$ cat src/hw/rtl/hsv_to_rgb_converter_macros.svh
// Assertion macros for the color converter.
// Both expect signals named clock and reset in the scope of use.
`ifndef HSV_TO_RGB_CONVERTER_MACROS_SVH
`define HSV_TO_RGB_CONVERTER_MACROS_SVH

`ifndef NO_ASSERTIONS

`define HSVRGB_ASSERT_NOW(lbl, ante, cons, msg) \
   lbl: assert property (@(posedge clock) disable iff (reset) (ante) |-> (cons)) \
      else $error(msg);

`define HSVRGB_ASSERT_NEXT(lbl, ante, cons, msg) \
   lbl: assert property (@(posedge clock) disable iff (reset) (ante) |=> (cons)) \
      else $error(msg);

`else

`define HSVRGB_ASSERT_NOW(lbl, ante, cons, msg)

`define HSVRGB_ASSERT_NEXT(lbl, ante, cons, msg)

`endif

`endif

$ cat src/hw/rtl/hsvrgb_pkg.sv
`timescale 1ns / 1ps

package hsvrgb_pkg;

   localparam int unsigned MAX_LEVEL  = 1000;
   localparam int unsigned LEVEL_W    = 10;
   localparam int unsigned HUE_W      = 9;
   localparam int unsigned SECTOR_DEG = 60;
   localparam int unsigned F_W        = $clog2(SECTOR_DEG);
   localparam int unsigned RAW_SEC    = ((1 << HUE_W) - 1) / SECTOR_DEG;
   localparam int unsigned RAW_SEC_W  = $clog2(RAW_SEC + 1);

   // Common denominator: p, q and t are all v * x / SCALE.
   localparam int unsigned SCALE  = MAX_LEVEL * SECTOR_DEG;
   localparam int unsigned X_W    = $clog2(SCALE + 1);
   localparam int unsigned PROD_W = LEVEL_W + X_W;

   // Exact floor division by SCALE for any PROD_W-bit numerator:
   // multiply by ceil(2^SHIFT / SCALE), error term stays below 2^X_W.
   localparam int unsigned   RECIP_SHIFT = PROD_W + X_W;
   localparam int unsigned   RECIP_W     = PROD_W + 2;
   localparam longint unsigned RECIP_MUL =
      ((64'd1 << RECIP_SHIFT) + SCALE - 1) / SCALE;

   typedef enum logic [2:0] {
      SECTOR_RED_YELLOW   = 3'd0,
      SECTOR_YELLOW_GREEN = 3'd1,
      SECTOR_GREEN_CYAN   = 3'd2,
      SECTOR_CYAN_BLUE    = 3'd3,
      SECTOR_BLUE_MAGENTA = 3'd4,
      SECTOR_MAGENTA_RED  = 3'd5
   } sector_type;

   typedef struct packed {
      sector_type       sector;
      logic [F_W-1:0]   frac;
   } hue_split_type;

   function automatic logic [LEVEL_W-1:0] clamp_level(input logic [LEVEL_W-1:0] x);
      logic [LEVEL_W-1:0] lim;
      lim = LEVEL_W'(MAX_LEVEL);
      return (x > lim) ? lim : x;
   endfunction

   // Sector is hue / 60, saturated at the last sector; frac is hue mod 60.
   function automatic hue_split_type split_hue(input logic [HUE_W-1:0] hue);
      hue_split_type         res;
      logic [RAW_SEC_W-1:0]  cnt;
      logic [HUE_W-1:0]      base;
      cnt = '0;
      for (int k = 1; k <= RAW_SEC; k++) begin
         if (hue >= HUE_W'(k * SECTOR_DEG)) cnt = RAW_SEC_W'(k);
      end
      base = HUE_W'(HUE_W'(cnt) * HUE_W'(SECTOR_DEG));
      res.frac = F_W'(hue - base);
      if (cnt >= RAW_SEC_W'(SECTOR_MAGENTA_RED)) res.sector = SECTOR_MAGENTA_RED;
      else res.sector = sector_type'(cnt[2:0]);
      return res;
   endfunction

   function automatic logic [LEVEL_W-1:0] div_scale(input logic [PROD_W-1:0] n);
      logic [PROD_W+RECIP_W-1:0] prod;
      prod = (PROD_W+RECIP_W)'(n) * (PROD_W+RECIP_W)'(RECIP_MUL);
      return prod[RECIP_SHIFT +: LEVEL_W];
   endfunction

endpackage

$ cat src/hw/rtl/hsv_to_rgb_converter.sv
//  channel  direction  handshake            payload
//  req      in         req_valid/req_ready  req_hue, req_saturation, req_brightness
//  rsp      out        rsp_valid/rsp_ready  rsp_red_level, rsp_green_level, rsp_blue_level
//
//  Five register stages: hue split, weight terms, v * weight, divide by
//  60 * MAX_LEVEL, sector select into the output register.
//  One item per cycle while the output is not stalled.
//  Each stage has its own valid bit and fills bubbles while later stages stall.
//  Reset clears the valid bits only; no pass is needed after reset.
`timescale 1ns / 1ps
`include "hsv_to_rgb_converter_macros.svh"

module hsv_to_rgb_converter
   import hsvrgb_pkg::*;
(
   input  logic               clock,
   input  logic               reset,
   input  logic               req_valid,
   output logic               req_ready,
   input  logic [HUE_W-1:0]   req_hue,
   input  logic [LEVEL_W-1:0] req_saturation,
   input  logic [LEVEL_W-1:0] req_brightness,
   output logic               rsp_valid,
   input  logic               rsp_ready,
   output logic [LEVEL_W-1:0] rsp_red_level,
   output logic [LEVEL_W-1:0] rsp_green_level,
   output logic [LEVEL_W-1:0] rsp_blue_level
);

   // stage ready chain
   logic rdy1, rdy2, rdy3, rdy4, rdy5;

   // stage 1: clamp, grey flag, hue split
   logic               vld1_ff;
   logic               grey1_ff, grey1_in;
   sector_type         sec1_ff;
   logic [F_W-1:0]     frac1_ff;
   logic [LEVEL_W-1:0] sat1_ff, sat1_in;
   logic [LEVEL_W-1:0] val1_ff, val1_in;
   hue_split_type      split1_in;

   // stage 2: weights x = SCALE - s * (60, f, 60 - f)
   logic               vld2_ff;
   logic               grey2_ff;
   sector_type         sec2_ff;
   logic [LEVEL_W-1:0] val2_ff;
   logic [X_W-1:0]     xp2_ff, xp2_in, xq2_ff, xq2_in, xt2_ff, xt2_in;

   // stage 3: products
   logic               vld3_ff;
   logic               grey3_ff;
   sector_type         sec3_ff;
   logic [LEVEL_W-1:0] val3_ff;
   logic [PROD_W-1:0]  np3_ff, np3_in, nq3_ff, nq3_in, nt3_ff, nt3_in;

   // stage 4: quotients
   logic               vld4_ff;
   logic               grey4_ff;
   sector_type         sec4_ff;
   logic [LEVEL_W-1:0] val4_ff;
   logic [LEVEL_W-1:0] p4_ff, p4_in, q4_ff, q4_in, t4_ff, t4_in;

   // output register
   logic               vld5_ff;
   logic [LEVEL_W-1:0] red5_ff, red5_in, grn5_ff, grn5_in, blu5_ff, blu5_in;

   assign rdy5      = !vld5_ff || rsp_ready;
   assign rdy4      = !vld4_ff || rdy5;
   assign rdy3      = !vld3_ff || rdy4;
   assign rdy2      = !vld2_ff || rdy3;
   assign rdy1      = !vld1_ff || rdy2;
   assign req_ready = rdy1;

   always_ff @(posedge clock) begin
      if (reset) begin
         vld1_ff <= 1'b0;
         vld2_ff <= 1'b0;
         vld3_ff <= 1'b0;
         vld4_ff <= 1'b0;
         vld5_ff <= 1'b0;
      end else begin
         if (rdy1) vld1_ff <= req_valid;
         if (rdy2) vld2_ff <= vld1_ff;
         if (rdy3) vld3_ff <= vld2_ff;
         if (rdy4) vld4_ff <= vld3_ff;
         if (rdy5) vld5_ff <= vld4_ff;
      end
   end

   // stage 1
   always_comb begin
      sat1_in   = clamp_level(req_saturation);
      val1_in   = clamp_level(req_brightness);
      grey1_in  = (sat1_in == '0);
      split1_in = split_hue(req_hue);
   end

   always_ff @(posedge clock) begin
      if (rdy1) begin
         grey1_ff <= grey1_in;
         sec1_ff  <= split1_in.sector;
         frac1_ff <= split1_in.frac;
         sat1_ff  <= sat1_in;
         val1_ff  <= val1_in;
      end
   end

   // stage 2
   always_comb begin
      xp2_in = X_W'(SCALE) - X_W'(X_W'(sat1_ff) * X_W'(SECTOR_DEG));
      xq2_in = X_W'(SCALE) - X_W'(X_W'(sat1_ff) * X_W'(frac1_ff));
      xt2_in = X_W'(SCALE)
             - X_W'(X_W'(sat1_ff) * X_W'(F_W'(SECTOR_DEG) - frac1_ff));
   end

   always_ff @(posedge clock) begin
      if (rdy2) begin
         grey2_ff <= grey1_ff;
         sec2_ff  <= sec1_ff;
         val2_ff  <= val1_ff;
         xp2_ff   <= xp2_in;
         xq2_ff   <= xq2_in;
         xt2_ff   <= xt2_in;
      end
   end

   // stage 3
   always_comb begin
      np3_in = PROD_W'(val2_ff) * PROD_W'(xp2_ff);
      nq3_in = PROD_W'(val2_ff) * PROD_W'(xq2_ff);
      nt3_in = PROD_W'(val2_ff) * PROD_W'(xt2_ff);
   end

   always_ff @(posedge clock) begin
      if (rdy3) begin
         grey3_ff <= grey2_ff;
         sec3_ff  <= sec2_ff;
         val3_ff  <= val2_ff;
         np3_ff   <= np3_in;
         nq3_ff   <= nq3_in;
         nt3_ff   <= nt3_in;
      end
   end

   // stage 4
   always_comb begin
      p4_in = div_scale(np3_ff);
      q4_in = div_scale(nq3_ff);
      t4_in = div_scale(nt3_ff);
   end

   always_ff @(posedge clock) begin
      if (rdy4) begin
         grey4_ff <= grey3_ff;
         sec4_ff  <= sec3_ff;
         val4_ff  <= val3_ff;
         p4_ff    <= p4_in;
         q4_ff    <= q4_in;
         t4_ff    <= t4_in;
      end
   end

   // stage 5: sector select
   always_comb begin
      if (grey4_ff) begin
         red5_in = val4_ff;
         grn5_in = val4_ff;
         blu5_in = val4_ff;
      end else begin
         unique case (sec4_ff)
            SECTOR_RED_YELLOW: begin
               red5_in = val4_ff; grn5_in = t4_ff;   blu5_in = p4_ff;
            end
            SECTOR_YELLOW_GREEN: begin
               red5_in = q4_ff;   grn5_in = val4_ff; blu5_in = p4_ff;
            end
            SECTOR_GREEN_CYAN: begin
               red5_in = p4_ff;   grn5_in = val4_ff; blu5_in = t4_ff;
            end
            SECTOR_CYAN_BLUE: begin
               red5_in = p4_ff;   grn5_in = q4_ff;   blu5_in = val4_ff;
            end
            SECTOR_BLUE_MAGENTA: begin
               red5_in = t4_ff;   grn5_in = p4_ff;   blu5_in = val4_ff;
            end
            default: begin
               red5_in = val4_ff; grn5_in = p4_ff;   blu5_in = q4_ff;
            end
         endcase
      end
   end

   always_ff @(posedge clock) begin
      if (rdy5) begin
         red5_ff <= red5_in;
         grn5_ff <= grn5_in;
         blu5_ff <= blu5_in;
      end
   end

   assign rsp_valid       = vld5_ff;
   assign rsp_red_level   = red5_ff;
   assign rsp_green_level = grn5_ff;
   assign rsp_blue_level  = blu5_ff;

   `HSVRGB_ASSERT_NEXT(a_accept_fills_s1, req_valid && req_ready, vld1_ff, "accepted item not in stage 1")
   `HSVRGB_ASSERT_NEXT(a_s4_held_on_stall, vld4_ff && !rdy5, vld4_ff && $stable(p4_ff), "stage 4 item lost on stall")
   `HSVRGB_ASSERT_NOW(a_quot_le_value, vld4_ff, p4_ff <= val4_ff && q4_ff <= val4_ff && t4_ff <= val4_ff, "quotient above value")
   `HSVRGB_ASSERT_NOW(a_level_in_range, rsp_valid, rsp_red_level <= LEVEL_W'(MAX_LEVEL) && rsp_green_level <= LEVEL_W'(MAX_LEVEL) && rsp_blue_level <= LEVEL_W'(MAX_LEVEL), "level above full scale")

endmodule
$ cat config.mk
export PLATFORM = sky130hd
export DESIGN_NAME = hsv_to_rgb_converter
export DESIGN_NICKNAME = d
export VERILOG_FILES = /design/src/hw/rtl/hsvrgb_pkg.sv /design/src/hw/rtl/hsv_to_rgb_converter.sv
export VERILOG_INCLUDE_DIRS = /design/src /design/src/hw/rtl
export SDC_FILE = /design/constraint.sdc
export NUM_CORES = 2
export LEC_CHECK = 0
export ABC_AREA = 1
export CAP_MARGIN = 20
export CORE_MARGIN = 2
export CORE_UTILIZATION = 40
export DETAILED_ROUTE_END_ITERATION = 16
export DONT_BUFFER_PORTS = 1
export HOLD_SLACK_MARGIN = 0.02
export PLACE_DENSITY = 0.54
export SYNTH_ARGS = -nofsm -noshare
export SYNTH_HDL_FRONTEND = slang
export SYNTH_SLANG_ARGS = --single-unit
$ cat constraint.sdc
create_clock -name clock -period 35.7 [get_ports clock]
set_input_delay 10.71 -clock clock [delete_from_list [all_inputs] [get_ports clock]]
set_output_delay 10.71 -clock clock [all_outputs]
set_load 0.02 [all_outputs]
## Word-level counts from Yosys, hierarchy flattened

Cells that the tools add are included.

- Multiplexer cells: 15
- Equality and inequality tests: 4
- Reduce and logical (&&, ||, !) cells: 16
- $mul: 10
- Add/sub/neg operators: 5
- Order comparisons: 11

Operators with widths:

| cell | number |
|---|---|
| 26-bit by 24-bit multiplier with 49-bit output, second input constant | 3 |
| 10-bit one-hot mux with 3 select lines | 3 |
| 10-bit by 16-bit multiplier with 26-bit output | 3 |
| 16-bit subtractor, first input constant | 3 |
| 10-bit 2-to-1 mux | 4 |
| 9-bit >= comparator, second input constant | 4 |
| 4-bit 2-to-1 mux | 7 |
| 10-bit greater-than comparator, second input constant | 2 |
| 9-bit by 8-bit >= comparator with 1-bit output, second input constant | 2 |
| 10-bit by 6-bit multiplier with 16-bit output | 1 |
| 11-bit by 7-bit multiplier with 16-bit output | 1 |
| 10-bit by 4-bit multiplier with 14-bit output, second input constant | 1 |
| 10-bit logical NOT | 1 |
| 9-bit by 6-bit >= comparator with 1-bit output, second input constant | 1 |
| 9-bit by 7-bit >= comparator with 1-bit output, second input constant | 1 |
| 2-bit OR reduction | 4 |
| 6-bit by 6-bit subtractor with 7-bit output, first input constant | 1 |
| 3-bit by 2-bit equality test with 1-bit output, second input constant | 2 |
| 6-bit subtractor | 1 |
| 1-bit logical NOT | 5 |
| 1-bit logical OR | 5 |
| 4-bit by 3-bit >= comparator with 1-bit output, second input constant | 1 |
| 4-bit by 1-bit multiplier with 4-bit output, second input constant | 1 |
| 3-bit by 1-bit equality test with 1-bit output, second input constant | 1 |
| 3 further kinds | 3 |

- Bits in registers: 263
- Input bits: 33
- Output and inout bits: 32
- Logic and storage cells: 92

## Longest topological paths before layout

- Depth after elaboration: 11
- Depth in mapped cells: 25
- Depth with buffers taken out: 25

## Worst setup path before layout

Ideal clock, no wire load.

- Path kind: in2out
- Start point: input rsp_ready
- End point: output req_ready
- Buffers on the path: 0
- Data arrival time: 15.360 ns
- Stages on the path: 8
- Slack: 9.630 ns
- Data required time: 24.990 ns
- Path through: nor2_1 inv_1 nor2_1 inv_1 nor2_1 inv_1 nor2_1 nand2_1

- Word-level cells in the longest chain between the ends: 5

Ends and longest elaborated chain:

| element | RTL line | source |
|---|---|---|
| from (decl) | hsv_to_rgb_converter.sv:24 | `input logic rsp_ready,` |
| 1-bit logical OR | hsv_to_rgb_converter.sv:67 | `assign rdy5 = !vld5_ff \|\| rsp_ready;` |
| net rdy5 | hsv_to_rgb_converter.sv:31 | `logic rdy1, rdy2, rdy3, rdy4, rdy5;` |
| 1-bit logical OR | hsv_to_rgb_converter.sv:68 | `assign rdy4 = !vld4_ff \|\| rdy5;` |
| net rdy4 | hsv_to_rgb_converter.sv:31 |  |
| 1-bit logical OR | hsv_to_rgb_converter.sv:69 | `assign rdy3 = !vld3_ff \|\| rdy4;` |
| net rdy3 | hsv_to_rgb_converter.sv:31 |  |
| 1-bit logical OR | hsv_to_rgb_converter.sv:70 | `assign rdy2 = !vld2_ff \|\| rdy3;` |
| 1-bit logical OR | hsv_to_rgb_converter.sv:71 | `assign rdy1 = !vld1_ff \|\| rdy2;` |
| to (decl) | hsv_to_rgb_converter.sv:19 | `output logic req_ready,` |

The timed path passes the listed nets, and every way through them passes these cells.

## Worst setup path in the final report

Same ends and word-level chain as after synthesis.

==> metrics.yaml <==
io_pins: 65
wl_met3_mm: 6.784
cts_resized: 0
numPortBuffers: 0
rows: 146
hold_depth: 0
layout-drive-gt1-share_pct: 1.707
antenna_found_initial: 4
reg2reg_from: "nt3_ff[14]"
rsz0062_at_grt: "no"
yosysMostFrequentCell: "inv_1"
syn_to_final_growth_pct: 5.183
setup_violations: 0
dp_hpwl_mm: 136.6
async_flop_share_pct: 0
synth_compound_area_share_pct: 5.455
ys_warn_count: 0
vias_per_cell: 4.912
yosysTopAreaCell: "fa_1"
first_pass_iters: 5
grt_overflow: 0
grt_max_degree: 65
highest_layer: "met4"
cp-start-kind: "primary input"
synth.area.mux_share_pct: 0.01776
ys_top_cells_by_count: "inv_1, nand2_1, fa_1"
cts_sinks: 257
dieArea_um2: 161800
drc: 0
core_area_um2: 157800
die_h_um: 402.2
ys_top_cells_by_area: "fa_1, ha_1, edfxtp_1, inv_1, nand2_1"
nNetsFinal: 9267
htreeDepth: 2
fmax_mhz: 41.30
globalplace.congestion: 0.9169
cts_buffers: 34
clock_path_buffers: 3
insertion_delay_ps: 580
status: "finished, final reports clean"
min_period_ps: 24210
fill_cells: 15943
dr_wl_met2_mm: 73.83
finalMaxSlewViolations: 0
detail-route-antenna-nets: 0
grt_usage_pct: 20.50
slew_headroom_pct: 31.92
hp-start: "val1_ff[8]"
synth_top_family_by_area: "adder cells"
seq_area_frac_synth_pct: 12.09
clkSlewWorstSetupHoldPaths_ps: 60
grt_pass1_wl_mm: 263.2
ys_ff_latch: 257
synthXorXnorAreaFrac_pct: 1.835
required_ps: 24990
synth_nets: 9345
syn_area_um2: 63420
worstPathArrival_ps: 13500
wl_met1_mm: 76.51
grt_pass1_vias: 48674
synthDistinctLibCells: 51
die_w_um: 402.2
synth_top_area_share_pct: 35.61
diodes: 0
maxCapViolations: 0
hold_violations: 0
worstSetupPathType: "in -> out"
syn_inst: 7143
wl_per_cell_um: 17.45
hp-class: "reg -> reg"
drt_iter0_drc: 2428
r2r-end: "t4_ff[6]"
rr_worst_depth: 21
fin_setup_tns_ps: 0
worst_slew_pin_slew_ps: 1021
num_vias: 44995
cp-end-kind: "output port"
start_util_pct: 40.18
skew_ps: 41.65
cts_tree: "built"
ys.flop_type: "edfxtp_1"
cts_hold_buf: 0
hold_end: "val2_ff[8]"
avgSynthCellArea_um2: 8.879
cts_setup_buffers: 0
cp_max_fo: 46
min_period_over_period_pct: 67.83
wirelength_mm: 159.9
cts-root-buf: "clkbuf_16"
reg2reg_slack_ps: 29200
synthSimpleGateAreaFrac_pct: 11.99
synth_edf_count: 252
synthAdderAreaFrac_pct: 56.14
per-stage QoR:
step / area, um2 / std cells / hold slack [ps] / utilization (%) / setup slack (ps)
floorplan: 63420 / 7143 / 400.3 / - / 9630
global placement: 65650 / 9101 / 403.0 / 41.60 / 11400
detailed placement: 65650 / 9101 / 404.5 / 41.60 / 11390
CTS: 66710 / 9161 / 418.7 / 42.27 / 11390
global route: 66710 / 9161 / 425.4 / 42.27 / 11120
finish: 66710 / 9161 / 419.5 / 42.27 / 11490
state kept, by name, summed over array words and instances (netlist names), 10 cells and up:
name and count:
t4_ff 10, xq2_ff 16, p4_ff 10, xp2_ff 14, nq3_ff 26, val1_ff 10
rsp_green_level 10, q4_ff 10, rsp_red_level 10, sat1_ff 10, val2_ff 10, val4_ff 10
rsp_blue_level 10, np3_ff 24, nt3_ff 25, xt2_ff 15, val3_ff 10
critical path: stages:
cell and delay, ps:
nor2_1 30, inv_1 80, buf_4 380, nor2_1 90
inv_2 730, nor2_1 290, inv_4 340, nor2_1 140
nand2_2 660
cell families after synthesis:
group,count (synthesis)
buf+inv,2106
flops,257
xor+xnor,129
compound gates,620
simple gates,1861
fa+ha+maj,2169
mux,1
cell usage in the layout (no fill, tap or decap), drive strengths merged, types with 5 or more instances in the layout:
cell,instances
o22ai,19
ha,1041
o21bai,29
xnor2,51
nor2,343
a21oi,280
a211oi,14
o21ai,199
edfxtp,252
o31ai,6
xor2,78
buf,18
dfxtp,5
fa,1128
nand3b,13
nor3,47
nand2,1209
a21o,33
a21boi,17
nor4,20
nand3,139
a31oi,7
nand4,69
inv,1978
or2,9
o221ai,7
and3,7
clkinv,14
clkbuf,37
clkinvlp,5
worst max path at each step:
stage | from | end | slack [ps] | cells past startpoint
finish | rsp_ready | req_ready | 11490 | 9
global route | rsp_ready | req_ready | 11120 | 9
CTS | rsp_ready | req_ready | 11390 | 9
detailed placement | rsp_ready | req_ready | 11390 | 9
global placement | rsp_ready | req_ready | 11400 | 9
floorplan | rsp_ready | req_ready | 9630 | 8
final cells by class:
type	instances	area, um2	share of cell area (%)
clock buffers	37	862.1	1.292
well taps	2072	2592	3.886
flip-flops and latches	257	7667	11.49
inverters	1974	7412	11.11
repair buffers	18	135.1	0.2026
multi-input cells	4780	47850	71.72
clock inverters	23	193.9	0.2907
routing by layer:
metal	track usage, %	vias to the layer above
met5	0	-
met4	3.548	0
met3	2.365	142
met2	33.70	839
met1	29.42	22350
li1	-	21664
Power is left out: the tool's default activity adds up to more than one toggle a clock period on the data nets, which glitch-free logic cannot reach.
